### src/ritoa_pkg.sv
`default_nettype none

package ritoa_pkg;

	localparam int unsigned VALUE_WIDTH    = 32;
	localparam int unsigned RADIX_W        = 6;
	localparam int unsigned CHAR_W         = 8;
	// dividend bits retired per division cycle
	localparam int unsigned BITS_PER_CYCLE = 8;

	localparam logic [RADIX_W-1:0] RADIX_MIN   = 6'd2;
	localparam logic [RADIX_W-1:0] RADIX_MAX   = 6'd36;
	localparam logic [RADIX_W-1:0] RADIX_DEC   = 6'd10;
	localparam logic [RADIX_W-1:0] RADIX_RESET = RADIX_DEC;

	localparam logic [CHAR_W-1:0] CH_ZERO    = 8'h30;
	localparam logic [CHAR_W-1:0] CH_LOWER_A = 8'h61;
	localparam logic [CHAR_W-1:0] CH_MINUS   = 8'h2D;

	typedef enum logic [2:0] {
		S_IDLE,
		S_DIV,
		S_SIGN,
		S_READ,
		S_EMIT
	} ritoa_state_t;

	typedef struct packed {
		logic start;
		logic div_en;
		logic rd_en;
		logic load_sign;
		logic load_digit;
	} ritoa_cmd_t;

	typedef struct packed {
		logic div_last;
		logic conv_done;
		logic neg;
		logic out_free;
		logic last_digit;
	} ritoa_stat_t;

	function automatic logic [CHAR_W-1:0] digit_char(input logic [RADIX_W-1:0] d);
		logic [CHAR_W-1:0] dx;
		dx = {2'b00, d};
		if (d < RADIX_DEC) begin
			return CH_ZERO + dx;
		end else begin
			return CH_LOWER_A + dx - {2'b00, RADIX_DEC};
		end
	endfunction

	function automatic logic [RADIX_W-1:0] clamp_radix(input logic [RADIX_W-1:0] r);
		if (r < RADIX_MIN) begin
			return RADIX_MIN;
		end else if (r > RADIX_MAX) begin
			return RADIX_MAX;
		end else begin
			return r;
		end
	endfunction

endpackage

`default_nettype wire

### src/ritoa_in_if.sv
`default_nettype none

interface ritoa_in_if #(
	parameter int unsigned VALUE_WIDTH = ritoa_pkg::VALUE_WIDTH
);
	logic                          valid;
	logic                          ready;
	logic signed [VALUE_WIDTH-1:0] value;

	modport source (output valid, output value, input ready);
	modport sink (input valid, input value, output ready);
endinterface

`default_nettype wire

### src/ritoa_out_if.sv
`default_nettype none

interface ritoa_out_if;
	logic                          valid;
	logic                          ready;
	logic [ritoa_pkg::CHAR_W-1:0]  char_code;
	logic                          last_char;

	modport source (output valid, output char_code, output last_char, input ready);
	modport sink (input valid, input char_code, input last_char, output ready);
endinterface

`default_nettype wire

### src/radix_integer_to_ascii.sv
`default_nettype none

// channel    dir  payload                         handshake
// value_ch   in   value [VALUE_WIDTH-1:0] signed  valid/ready, transfer when both high
// char_ch    out  char_code [7:0], last_char      valid/ready, transfer when both high
// cfg        in   cfg_wr_data [5:0] (radix)       cfg_wr_en, no wait
//
// one number at a time: the value is taken, then each digit is formed in the shared
// divider, a '-' is loaded for a negative value in radix 10, then each character
// takes a digit store read and then an output register load.
// char_ch stalls hold the sequencer in place; the next value is taken while the
// last character still sits in the output register.
// arst_n clears the control state and sets the radix to 10.

module radix_integer_to_ascii #(
	parameter int unsigned VALUE_WIDTH = ritoa_pkg::VALUE_WIDTH
) (
	input  wire logic                          clk,
	input  wire logic                          arst_n,
	input  wire logic                          cfg_wr_en,
	input  wire logic [ritoa_pkg::RADIX_W-1:0] cfg_wr_data,
	ritoa_in_if.sink                           value_ch,
	ritoa_out_if.source                        char_ch
);

	ritoa_pkg::ritoa_cmd_t  cmd;
	ritoa_pkg::ritoa_stat_t stat;
	logic                   in_ready;

	assign value_ch.ready = in_ready;

	ritoa_ctrl u_ctrl (
		.clk      (clk),
		.arst_n   (arst_n),
		.in_valid (value_ch.valid),
		.in_ready (in_ready),
		.stat     (stat),
		.cmd      (cmd)
	);

	ritoa_dp #(
		.VALUE_WIDTH (VALUE_WIDTH)
	) u_dp (
		.clk         (clk),
		.arst_n      (arst_n),
		.cfg_wr_en   (cfg_wr_en),
		.cfg_wr_data (cfg_wr_data),
		.value       (value_ch.value),
		.cmd         (cmd),
		.stat        (stat),
		.out_ready   (char_ch.ready),
		.out_valid   (char_ch.valid),
		.out_char    (char_ch.char_code),
		.out_last    (char_ch.last_char)
	);

endmodule

`default_nettype wire

### src/ritoa_dp.sv
`default_nettype none

module ritoa_dp #(
	parameter int unsigned VALUE_WIDTH = ritoa_pkg::VALUE_WIDTH
) (
	input  wire logic                              clk,
	input  wire logic                              arst_n,
	input  wire logic                              cfg_wr_en,
	input  wire logic [ritoa_pkg::RADIX_W-1:0]     cfg_wr_data,
	input  wire logic signed [VALUE_WIDTH-1:0]     value,
	input  wire ritoa_pkg::ritoa_cmd_t             cmd,
	output ritoa_pkg::ritoa_stat_t                 stat,
	input  wire logic                              out_ready,
	output logic                                   out_valid,
	output logic [ritoa_pkg::CHAR_W-1:0]           out_char,
	output logic                                   out_last
);

	localparam int unsigned BPC   = ritoa_pkg::BITS_PER_CYCLE;
	localparam int unsigned ITERS = (VALUE_WIDTH + BPC - 1) / BPC;
	localparam int unsigned PW    = ITERS * BPC;
	localparam int unsigned IT_W  = (ITERS > 1) ? $clog2(ITERS) : 1;
	localparam int unsigned CNT_W = $clog2(VALUE_WIDTH + 1);
	localparam int unsigned IDX_W = $clog2(VALUE_WIDTH);
	localparam int unsigned RW    = ritoa_pkg::RADIX_W;

	logic [RW-1:0]                    radix_q;
	logic [PW-1:0]                    quo_q;
	logic [PW-1:0]                    quo_nxt;
	logic [RW-1:0]                    rem_q;
	logic [RW-1:0]                    rem_nxt;
	logic [RW:0]                      part;
	logic [BPC-1:0]                   qbits;
	logic [IT_W-1:0]                  iter_q;
	logic [CNT_W-1:0]                 count_q;
	logic [CNT_W-1:0]                 cnt_inc;
	logic [CNT_W-1:0]                 k_q;
	logic [CNT_W-1:0]                 k_dec;
	logic                             neg_q;
	logic                             neg_in;
	logic [VALUE_WIDTH-1:0]           val_u;
	logic [VALUE_WIDTH-1:0]           mag;
	logic                             div_last;
	logic [RW-1:0]                    digit_mem [VALUE_WIDTH];
	logic [RW-1:0]                    rd_q;
	logic                             out_valid_q;
	logic [ritoa_pkg::CHAR_W-1:0]     char_q;
	logic                             last_q;

	assign val_u  = value;
	assign neg_in = (radix_q == ritoa_pkg::RADIX_DEC) && val_u[VALUE_WIDTH-1];
	assign mag    = neg_in ? (VALUE_WIDTH'(0) - val_u) : val_u;

	// restoring division, BPC quotient bits per cycle, MSB first
	always_comb begin
		part  = {1'b0, rem_q};
		qbits = '0;
		for (int i = 0; i < BPC; i++) begin
			part = {part[RW-1:0], quo_q[PW-1-i]};
			if (part >= {1'b0, radix_q}) begin
				part             = part - {1'b0, radix_q};
				qbits[BPC-1-i] = 1'b1;
			end
		end
		rem_nxt = part[RW-1:0];
	end

	assign quo_nxt  = (quo_q << BPC) | PW'(qbits);
	assign cnt_inc  = count_q + 1'b1;
	assign div_last = (iter_q == IT_W'(ITERS - 1));
	assign k_dec    = k_q - 1'b1;

	assign stat.div_last   = div_last;
	assign stat.conv_done  = (quo_nxt == '0) || (cnt_inc == CNT_W'(VALUE_WIDTH));
	assign stat.neg        = neg_q;
	assign stat.out_free   = !out_valid_q || out_ready;
	assign stat.last_digit = (k_q == CNT_W'(1));

	always_ff @(posedge clk or negedge arst_n) begin
		if (!arst_n) begin
			radix_q <= ritoa_pkg::RADIX_RESET;
		end else if (cfg_wr_en) begin
			radix_q <= ritoa_pkg::clamp_radix(cfg_wr_data);
		end
	end

	always_ff @(posedge clk or negedge arst_n) begin
		if (!arst_n) begin
			iter_q  <= '0;
			count_q <= '0;
			k_q     <= '0;
			neg_q   <= 1'b0;
		end else begin
			if (cmd.start) begin
				iter_q  <= '0;
				count_q <= '0;
				neg_q   <= neg_in;
			end else if (cmd.div_en) begin
				if (div_last) begin
					iter_q  <= '0;
					count_q <= cnt_inc;
					k_q     <= cnt_inc;
				end else begin
					iter_q <= iter_q + 1'b1;
				end
			end else if (cmd.load_digit) begin
				k_q <= k_dec;
			end
		end
	end

	always_ff @(posedge clk) begin
		if (cmd.start) begin
			quo_q <= PW'(mag);
			rem_q <= '0;
		end else if (cmd.div_en) begin
			quo_q <= quo_nxt;
			// remainder restarts for every new digit
			rem_q <= div_last ? '0 : rem_nxt;
		end
	end

	always_ff @(posedge clk) begin
		if (cmd.div_en && div_last) begin
			digit_mem[count_q[IDX_W-1:0]] <= rem_nxt;
		end
		if (cmd.rd_en) begin
			rd_q <= digit_mem[k_dec[IDX_W-1:0]];
		end
	end

	always_ff @(posedge clk or negedge arst_n) begin
		if (!arst_n) begin
			out_valid_q <= 1'b0;
		end else if (cmd.load_sign || cmd.load_digit) begin
			out_valid_q <= 1'b1;
		end else if (out_ready) begin
			out_valid_q <= 1'b0;
		end
	end

	always_ff @(posedge clk) begin
		if (cmd.load_sign) begin
			char_q <= ritoa_pkg::CH_MINUS;
			last_q <= 1'b0;
		end else if (cmd.load_digit) begin
			char_q <= ritoa_pkg::digit_char(rd_q);
			last_q <= (k_q == CNT_W'(1));
		end
	end

	assign out_valid = out_valid_q;
	assign out_char  = char_q;
	assign out_last  = last_q;

endmodule

`default_nettype wire

### src/ritoa_ctrl.sv
`default_nettype none

module ritoa_ctrl (
	input  wire logic               clk,
	input  wire logic               arst_n,
	input  wire logic               in_valid,
	output logic                    in_ready,
	input  wire ritoa_pkg::ritoa_stat_t stat,
	output ritoa_pkg::ritoa_cmd_t   cmd
);

	ritoa_pkg::ritoa_state_t state_q;
	ritoa_pkg::ritoa_state_t state_nxt;

	always_ff @(posedge clk or negedge arst_n) begin
		if (!arst_n) begin
			state_q <= ritoa_pkg::S_IDLE;
		end else begin
			state_q <= state_nxt;
		end
	end

	always_comb begin
		state_nxt = state_q;
		unique case (state_q)
			ritoa_pkg::S_IDLE: begin
				if (in_valid) begin
					state_nxt = ritoa_pkg::S_DIV;
				end
			end
			ritoa_pkg::S_DIV: begin
				if (stat.div_last && stat.conv_done) begin
					state_nxt = stat.neg ? ritoa_pkg::S_SIGN : ritoa_pkg::S_READ;
				end
			end
			ritoa_pkg::S_SIGN: begin
				if (stat.out_free) begin
					state_nxt = ritoa_pkg::S_READ;
				end
			end
			ritoa_pkg::S_READ: begin
				state_nxt = ritoa_pkg::S_EMIT;
			end
			ritoa_pkg::S_EMIT: begin
				if (stat.out_free) begin
					state_nxt = stat.last_digit ? ritoa_pkg::S_IDLE : ritoa_pkg::S_READ;
				end
			end
			default: begin
				state_nxt = ritoa_pkg::S_IDLE;
			end
		endcase
	end

	always_comb begin
		cmd      = '0;
		in_ready = 1'b0;
		unique case (state_q)
			ritoa_pkg::S_IDLE: begin
				in_ready  = 1'b1;
				cmd.start = in_valid;
			end
			ritoa_pkg::S_DIV: begin
				cmd.div_en = 1'b1;
			end
			ritoa_pkg::S_SIGN: begin
				cmd.load_sign = stat.out_free;
			end
			ritoa_pkg::S_READ: begin
				cmd.rd_en = 1'b1;
			end
			ritoa_pkg::S_EMIT: begin
				cmd.load_digit = stat.out_free;
			end
			default: begin
				cmd = '0;
			end
		endcase
	end

endmodule

`default_nettype wire
### src/flat_wrapper.sv
// flat-port wrapper written by rule: the top's interface ports become plain ports
module radix_integer_to_ascii_flat 
#(
	parameter int unsigned VALUE_WIDTH = ritoa_pkg::VALUE_WIDTH
)
  (clk, arst_n, cfg_wr_en, cfg_wr_data, value_ch_valid, value_ch_value, value_ch_ready, char_ch_valid, char_ch_char_code, char_ch_last_char, char_ch_ready);
  ritoa_in_if #(.VALUE_WIDTH(VALUE_WIDTH)) value_ch_i ();
  ritoa_out_if char_ch_i ();
  input  wire logic clk;
  input  wire logic arst_n;
  input  wire logic cfg_wr_en;
  input  wire logic [ritoa_pkg::RADIX_W-1:0] cfg_wr_data;
  input wire logic [$bits(value_ch_i.valid)-1:0] value_ch_valid;
  input wire logic [$bits(value_ch_i.value)-1:0] value_ch_value;
  output wire logic [$bits(value_ch_i.ready)-1:0] value_ch_ready;
  output wire logic [$bits(char_ch_i.valid)-1:0] char_ch_valid;
  output wire logic [$bits(char_ch_i.char_code)-1:0] char_ch_char_code;
  output wire logic [$bits(char_ch_i.last_char)-1:0] char_ch_last_char;
  input wire logic [$bits(char_ch_i.ready)-1:0] char_ch_ready;
  assign value_ch_i.valid = value_ch_valid;
  assign value_ch_i.value = value_ch_value;
  assign value_ch_ready = value_ch_i.ready;
  assign char_ch_valid = char_ch_i.valid;
  assign char_ch_char_code = char_ch_i.char_code;
  assign char_ch_last_char = char_ch_i.last_char;
  assign char_ch_i.ready = char_ch_ready;
  radix_integer_to_ascii #(.VALUE_WIDTH(VALUE_WIDTH)) u_core (.clk(clk), .arst_n(arst_n), .cfg_wr_en(cfg_wr_en), .cfg_wr_data(cfg_wr_data), .value_ch(value_ch_i), .char_ch(char_ch_i));
endmodule
### config.mk
export PLATFORM = sky130hd
export DESIGN_NAME = radix_integer_to_ascii_flat
export DESIGN_NICKNAME = d
export VERILOG_FILES = /design/src/ritoa_pkg.sv /design/src/ritoa_in_if.sv /design/src/ritoa_out_if.sv /design/src/radix_integer_to_ascii.sv /design/src/ritoa_dp.sv /design/src/ritoa_ctrl.sv /design/src/flat_wrapper.sv
export SDC_FILE = /design/constraint.sdc
export NUM_CORES = 1
export LEC_CHECK = 0
export ABC_CLOCK_PERIOD_IN_PS = 20400
export BUFFER_PORTS_ARGS = -buffer_cell sky130_fd_sc_hd__buf_2
export CORE_MARGIN = 1
export CORE_UTILIZATION = 36
export DETAILED_ROUTE_END_ITERATION = 10
export GPL_TIMING_DRIVEN = 0
export SYNTH_ARGS = -nofsm -noshare
export SYNTH_HDL_FRONTEND = slang
export SYNTH_SLANG_ARGS = --single-unit
### constraint.sdc
create_clock -name clk -period 20.4 [get_ports clk]
set_clock_uncertainty 0.1 [all_clocks]
set_input_delay 2.04 -clock clk [delete_from_list [all_inputs] [get_ports clk]]
set_output_delay 2.04 -clock clk [all_outputs]
set_load 0.05 [all_outputs]
==> results_dict.tcl, run 1 <==
set metrics [dict create \
    multiInputGateArea_um2 6460 \
    fin_crit_ns 18.93 \
    syn_nets 1268 \
    grt_max_degree 34 \
    grt_pass1_vias 9678 \
    rsz0062_at_grt "false" \
    pin_count 54 \
    dp_slack_ns 1.06 \
    num-nets-final 1354 \
    vias_per_cell 5.40 \
    fmax_mhz 52.8 \
    clk_pin_slew_worst_paths_ns 0.06 \
    finalNonFillerCells 1791 \
    fp.coreArea_um2 39900 \
    syn-cell-area_um2 14600 \
    synth_area_per_cell_um2 12.7 \
    maxSlewViolCount 0 \
    yosysWarnings 0 \
    seqCellArea_um2 7840 \
    cts_tree "done" \
    numCtsBuffers 29 \
    drive_gt1_share_pct 17.6 \
    cp_common_cell "ha_1" \
    yosys_most_used_dff "edfxtp_1" \
    place.gp.congestion 0.862 \
    finish.utilization_pct 41.5 \
    cts_buffer_depth 3 \
    drt_pass1_iterations 5 \
    cts_htree_levels 1 \
    r2r_slack_ns 1.47 \
    cts_sinks 270 \
    final-setup-viol-count 0 \
    fillCellCount 3675 \
    timing.hold.ws_ns 0.351 \
    max_slew.worst_pin.slew_ns 1.26 \
    finalHoldViolCount 0 \
    post-synth-top-area-fraction_pct 47.2 \
    dpl.cell_count 1735 \
    wl_per_cell_um 19.4 \
    cap_violations 0 \
    num_vias 9680 \
    synth_cells 1157 \
    worstPathMaxFanout 33 \
    synth_edf_count 230 \
    grt_remaining_overflow 0 \
    antennaDiodeCount 0 \
    yosys.area.top_type "edfxtp_1" \
    synthToLayoutAreaGrowth_pct 13.1 \
    die_w_um 204 \
    drc_errors 0 \
    status "finished clean" \
    grt_pass1_wl_um 54300 \
    portBuffers 52 \
    antenna_left 0 \
    yosysSeqAreaShare_pct 53.5 \
    synthArstFlopShare_pct 9.26 \
    cp_slowest_cell "dfstp_2" \
    critical_path_class "reg -> reg" \
    clkLatencyLatePin_ns 0.56 \
    design.die.area_um2 41500 \
    min_path_type "reg -> reg" \
    synth_area_leaders "edfxtp_1 47%, mux4_2 9.2%, ha_1 5.1%" \
    grt_use_total_pct 16.8 \
    hpwlAfterDp_um 24400 \
    relSlewSlack_pct 15.7 \
    finalWorstSetupSlack_ns 1.47 \
    antenna_found_initial 0 \
    cp_slowest_stage_delay_ns 0.81 \
    root_buffer "clkbuf_16" \
    die-height_um 204 \
    crit_path_start_kind "flop" \
    yosys_register_bits 270 \
    endpoint_kind "flop" \
    initial_core_util_pct 36.7 \
    row_count 73 \
    drt_iter0_markers 895 \
    cp.required_ns 20.74 \
    post_synth_num_cell_types 89 \
    wl_um 34800 \
    arrival_ns 19.28 \
    fin_crit_sh_pct 92.8 \
]
-- final timing paths --
check                                         from                       to  cells past startpoint
setup / recovery            u_core.u_dp.radix_q[1]     u_core.u_dp.rem_q[4]                     66
hold / removal             u_core.u_dp.out_char[4]  u_core.u_dp.out_char[4]                      2
setup reg to reg            u_core.u_dp.radix_q[1]     u_core.u_dp.rem_q[4]                     66
hold reg to reg            u_core.u_dp.out_char[4]  u_core.u_dp.out_char[4]                      2
max in group asynchronous                   arst_n        u_core.u_dp.neg_q                      1
min in group asynchronous                   arst_n    u_core.u_dp.out_valid                      1
-- layer usage --
metal  global-route usage (%)  vias up  part of all wire [%]
met1                     24.1     4839                    47
met2                     27.3      218                    47
met4                     3.89        0                   1.6
li1                         -     4584                     -
met5                        0        -                     0
met3                     1.92       39                   4.4
-- sequential cells by signal (all words and copies together) (netlist names) --
name,count
u_core.u_dp.neg_q,1
u_core.u_dp.iter_q,2
u_core.u_dp.count_q,6
u_core.u_dp.out_last,1
u_core.u_dp.quo_q,32
u_core.u_dp.out_char,8
u_core.u_dp.rem_q,6
u_core.u_dp.digit_mem,192
u_core.u_dp.k_q,6
u_core.u_ctrl.state_q,3
u_core.u_dp.radix_q,6
u_core.u_dp.out_valid,1
u_core.u_dp.rd_q,6
-- stage by stage --
step                      TNS [ns]  instance area [µm²]
after global routing             0                16600
final                            0                16600
after floorplan                  0                14600
after global placement       -6.92                15600
after detailed placement         0                15600
after CTS                        0                16500
-- Yosys cell counts, types with 16 or more instances --
master,instances
a21o_1,17
a21oi_1,45
clkbuf_1,28
dfrtp_1,23
edfxtp_1,230
ha_1,60
inv_1,56
mux2_2,19
mux4_2,60
nand2_1,103
nand3_1,16
nor2_1,104
o21ai_0,67
xnor2_1,32
xor2_1,34
-- critical path, delay by kind of cell, from the launching register on --
kind,cells,cell delay (ns)
buf+inv,7,1.37
mux,5,2.26
simple gates,9,2.17
flops,1,0.81
compound gates,37,9.67
fa+ha+maj,8,2.41
-- final cells by class --
class                      count  share of cell area [%]
inverter                      56                    1.29
buffer                        37                   0.997
clock buffer                  33                    4.47
multi-input combinational    794                    39.0
clock inverter                21                    1.11
sequential                   270                    47.3
tap                          525                    3.97
timing repair buffer          55                    1.83
-- layout by cell type (no fill, tap or decap), types with 34 or more instances in the layout --
cell | Yosys | routed
nor2_1 | 104 | 104
edfxtp_1 | 230 | 230
a21oi_1 | 45 | 44
nand2_1 | 103 | 103
o21ai_0 | 67 | 67
inv_1 | 56 | 55
ha_1 | 60 | 60
mux4_2 | 60 | 60
xor2_1 | 34 | 34
buf_2 | 1 | 53
-- kinds of logic after synthesis --
family / count (synthesis) / share of synthesized area (%)
compound gates: 238 / 11.5
xor+xnor: 66 / 3.95
fa+ha+maj: 68 / 6.22
buf+inv: 93 / 2.56
flops: 270 / 53.5
mux: 90 / 11.6
simple gates: 332 / 10.7
-- timing repair --
action | 4_1_cts | 5_1_grt
gates resized for setup | 0 | 5
setup buffers | 0 | 2
endpoints found under the setup margin | 0 | 165
hold buffers | 0 | 0
Power of run 1 is not shown: default switching activity piles up to over one toggle a cycle in this logic, so the estimate is an artifact.
==> inputs of run 2 (changes only) <==
Settings changed: CELL_PAD_IN_SITES_DETAIL_PLACEMENT set to 0, CELL_PAD_IN_SITES_GLOBAL_PLACEMENT set to 1, CTS_CLUSTER_SIZE set to 12, PLACE_DENSITY_LB_ADDON set to 0.1.
==> results_dict.tcl, run 2 (same netlist as run 1, synthesis figures left out) <==
set metrics [dict create \
    dp_slack_ns 0.597 \
    portBuffers 52 \
    crit_path_start_kind "flop" \
    cts_buffer_depth 3 \
    root_buffer "clkbuf_16" \
    final-setup-viol-count 0 \
    worstPathMaxFanout 25 \
    cp_common_cell "ha_1" \
    fin_crit_sh_pct 93.2 \
    arrival_ns 19.41 \
    antenna_found_initial 0 \
    grt_use_total_pct 18.9 \
    hpwlAfterDp_um 27600 \
    r2r_slack_ns 1.39 \
    min_path_type "reg -> reg" \
    final_cell_mix "230 x edfxtp_1, 104 x nor2_1, 103 x nand2_1" \
    endpoint_kind "flop" \
    cp_slowest_stage_delay_ns 0.66 \
    place.gp.congestion 0.799 \
    cp.required_ns 20.80 \
    drt_iter0_markers 795 \
    critical_path_class "reg -> reg" \
    cap_violations 0 \
    relSlewSlack_pct 13.7 \
    finalHoldViolCount 0 \
    die_w_um 204 \
    design.die.area_um2 41500 \
    antenna_left 0 \
    cp_slowest_cell "or4_2" \
    finish.utilization_pct 41.5 \
    drt_pass1_iterations 5 \
    numCtsBuffers 30 \
    wl_um 38000 \
    grt_pass1_wl_um 58900 \
    vias_per_cell 5.32 \
    row_count 73 \
    grt_max_degree 34 \
    crit_buf_inv 8 \
    layout.cells.most_common "edfxtp_1" \
    fmax_mhz 52.6 \
    max_slew.worst_pin.slew_ns 1.29 \
    initial_core_util_pct 36.7 \
    drive_gt1_share_pct 17.5 \
    final_area_um2 16600 \
    finalWorstSetupSlack_ns 1.39 \
    cts_tree "done" \
    synthToLayoutAreaGrowth_pct 13.2 \
    grt_remaining_overflow 0 \
    dpl_cell_area_um2 15600 \
    maxSlewViolCount 0 \
    die-height_um 204 \
    timing.hold.ws_ns 0.350 \
    status "finished clean" \
    clkLatencyLatePin_ns 0.57 \
    antennaDiodeCount 0 \
    cts_htree_levels 1 \
    cts_sinks 270 \
    cp_top_family "compound AO/OA/AOI/OAI gates" \
    fp.coreArea_um2 39900 \
    num-nets-final 1356 \
    pin_count 54 \
    grt_pass1_vias 9617 \
    largest_register_ffs 192 \
    drc_errors 0 \
    num_vias 9526 \
    clk_pin_slew_worst_paths_ns 0.06 \
    fin_crit_ns 19.01 \
    wl_per_cell_um 21.3 \
]
-- run 2: timing repair --
item	in CTS	in global routing
resized for setup	0	9
setup endpoints to repair	0	201
setup buffers	0	3
hold buffers	0	0
-- run 2: final timing paths --
path,start,end,cells past startpoint
min in group asynchronous,arst_n,u_core.u_dp.out_valid,1
hold reg to reg,u_core.u_dp.out_last,u_core.u_dp.out_last,2
hold / removal,u_core.u_dp.out_last,u_core.u_dp.out_last,2
setup / recovery,u_core.u_dp.radix_q[2],u_core.u_dp.rem_q[0],68
setup reg to reg,u_core.u_dp.radix_q[2],u_core.u_dp.rem_q[0],68
max in group asynchronous,arst_n,u_core.u_dp.count_q[2],1
-- run 2: cell type report --
| class | count | area, µm² |
|---|---|---|
| fillers | 3724 | 23300 |
| flip-flops and latches | 270 | 7840 |
| multi-input cells | 794 | 6480 |
| clock buffers | 33 | 762 |
| well taps | 525 | 657 |
| repair buffers | 56 | 310 |
| inverters | 56 | 218 |
| plain buffers | 37 | 165 |
| clock inverters | 18 | 148 |
-- run 2: routing by layer --
layer	up-vias	share of wire, %	track usage (%)
li1	4590	-	-
met1	4687	51	29.3
met2	207	43	28.3
met3	42	4.7	2.19
met4	0	1.4	3.81
met5	-	0	0
-- run 2: metrics by stage --
step / TNS (ns) / instances
after detailed placement: 0 / 1735
final: 0 / 1789
after global routing: -0.0464 / 1789
after CTS: 0 / 1786
after global placement: -32.13 / 1734
after floorplan: 0 / 1157
-- run 2: worst reg2reg max path: cells and delay by family (launching register included) --
kind	cells	cell delay [ns]
AOI/OAI and AO/OA	38	9.71
adders and majority gates	8	2.67
and+or+nand+nor	9	2.24
muxes	5	2.05
buffers and inverters	8	1.74
DFF	1	0.40
Power of run 2 is left out for the same reason.
==> inputs of run 3 (changes only) <==
Settings changed: ABC_AREA set to 1, CORE_ASPECT_RATIO set to 1.4.
==> results_dict.tcl, run 3 <==
set metrics [dict create \
    antenna_found_initial 0 \
    yosysWarnings 0 \
    r2r_cells 79 \
    cap_violations 0 \
    die_w_um 174 \
    initial_core_util_pct 36.7 \
    num_vias 11075 \
    yosys_most_used_dff "edfxtp_1" \
    synthToLayoutAreaGrowth_pct 13.1 \
    hpwlAfterDp_um 30900 \
    relSlewSlack_pct 8.20 \
    post_synth_num_cell_types 59 \
    cts_htree_levels 1 \
    yosysSeqAreaShare_pct 52.8 \
    r2r_slack_ns 4.54 \
    syn_nets 1612 \
    drive_gt1_share_pct 10.3 \
    drt_iter0_markers 532 \
    grt_max_degree 35 \
    antenna_left 0 \
    finalSetupTns_ns 0 \
    cts_sinks 270 \
    portBuffers 52 \
    fmax_mhz 63.0 \
    die-height_um 242 \
    place.gp.congestion 0.840 \
    synth_most_common_cell "edfxtp_1" \
    cts_resized 0 \
    cp_slowest_cell "o21a_1" \
    grt_pass1_vias 11734 \
    grt_pass1_wl_um 65900 \
    cp.required_ns 20.46 \
    post-cts-setup-buffer-count 0 \
    largest_register_ffs 192 \
    critical_path_class "reg -> reg" \
    wl_um 41900 \
    vias_per_cell 5.17 \
    worstPathMaxFanout 32 \
    r2r-end "u_core.u_dp.digit_mem[27][0]" \
    synth_cells 1501 \
    design.die.area_um2 42100 \
    synth_edf_count 230 \
    min_path_cells 2 \
    cp_common_cell "nand2_1" \
    drc_errors 0 \
    min_to "u_core.u_dp.out_char[7]" \
    arrival_ns 15.92 \
    rsz0062_at_grt "false" \
    fin_crit_sh_pct 77.8 \
    fillCellCount 4045 \
    seqCellArea_um2 7840 \
    clk_pin_slew_worst_paths_ns 0.07 \
    post-synth-top-area-fraction_pct 46.5 \
    yosys.area.top_type "edfxtp_1" \
    syn-cell-area_um2 14800 \
    wl_per_cell_um 19.6 \
    holdCritStartpoint "u_core.u_dp.out_char[7]" \
    multiInputGateArea_um2 6240 \
    cp_slowest_stage_delay_ns 1.05 \
    synthArstFlopShare_pct 9.26 \
    synth_area_leaders "edfxtp_1 47%, nor2_1 5.6%, nand2_1 5.2%" \
    layout.cells.most_common "edfxtp_1" \
    root_buffer "clkbuf_16" \
    maxSlewViolCount 0 \
    drt_pass1_iterations 5 \
    fin_crit_ns 15.86 \
    synth_common_cells "230 x edfxtp_1, 221 x nor2_1, 207 x nand2_1" \
    numCtsBuffers 29 \
    finalHoldViolCount 0 \
    grt_use_total_pct 20.3 \
    yosys_register_bits 270 \
    status "finished clean" \
    row_count 87 \
    clkLatencyLatePin_ns 0.57 \
    antennaDiodeCount 0 \
    cts_tree "done" \
    crit_path_start_kind "flop" \
    ctsHoldBuffers 0 \
    cts_buffer_depth 3 \
    crit-reg2reg-launch "u_core.u_dp.radix_q[1]" \
    final_cell_mix "230 x edfxtp_1, 221 x nor2_1, 207 x nand2_1" \
    final-setup-viol-count 0 \
    fp.coreArea_um2 40500 \
    num-nets-final 1697 \
    endpoint_kind "flop" \
    max_slew.worst_pin.slew_ns 1.38 \
    grt_remaining_overflow 0 \
    pin_count 54 \
    min_path_type "reg -> reg" \
    synth_area_per_cell_um2 9.89 \
]
-- run 3: changes by cell type after synthesis, sizes merged, moves of 18 or more --
cell,change
o21ai,+74
nand3,+38
nand2,+126
o221ai,+18
a21o,-19
nor2,+123
o32ai,+30
mux4,-60
inv,+90
xnor2,-21
mux2,-20
clkbuf,+21
-- run 3: worst max-delay path by stage --
stage	from	endpoint	slack (ns)
2_1_floorplan	u_core.u_dp.radix_q[1]	u_core.u_dp.digit_mem[0][0]	7.69
3_3_place_gp	u_core.u_dp.radix_q[1]	u_core.u_dp.digit_mem[1][2]	4.34
3_5_place_dp	u_core.u_dp.radix_q[1]	u_core.u_dp.digit_mem[23][1]	4.27
4_1_cts	u_core.u_dp.radix_q[1]	u_core.u_dp.digit_mem[16][1]	4.24
5_1_grt	u_core.u_dp.radix_q[1]	u_core.u_dp.digit_mem[24][0]	3.06
6_report	u_core.u_dp.radix_q[1]	u_core.u_dp.digit_mem[27][0]	4.54
-- run 3: logic make-up after synthesis --
logic type	Yosys count	synth area share [%]
simple gates	571	17.7
compound gates	313	13.4
flops	270	52.8
buf+inv	201	5.23
fa+ha+maj	68	6.13
xor+xnor	59	3.48
mux	19	1.28
-- run 3: worst max-delay path: cells and delay by family (launching register included) --
kind	cells	cell delay (ns)
buffers and inverters	12	1.90
AOI/OAI and AO/OA	26	6.15
DFF	1	0.74
adders and majority gates	8	2.60
and+or+nand+nor	33	3.94
-- run 3: final cells by class --
cell class | instances | area share, %
Multi-Input combinational cell | 1030 | 37.2
Clock inverter | 6 | 0.566
Tap cell | 534 | 3.98
Sequential cell | 270 | 46.7
Inverter | 146 | 3.26
Timing Repair Buffer | 54 | 1.88
Clock buffer | 48 | 5.11
Buffer | 55 | 1.36
-- run 3: metrics by stage --
step	utilization (%)	hold WS [ns]	instance area, µm²	worst slack, ns	std cells
5_1_grt	41.5	0.401	16800	3.06	2143
4_1_cts	41.3	0.368	16700	4.24	2141
6_report	41.5	0.364	16800	4.54	2143
3_3_place_gp	39.0	0.350	15800	4.34	2087
3_5_place_dp	39.0	0.357	15800	4.27	2087
2_1_floorplan	-	0.348	14800	7.69	1501
-- run 3: routing by layer --
layer  vias to the layer above  part of all wire (%)  track usage [%]
li1                       5474                     -                -
met1                      5312                    38             21.8
met2                       222                    55             40.3
met3                        67                   3.4             2.18
met4                         0                   3.2             6.94
met5                         -                     0                0
Power of run 3 is left out for the same reason.
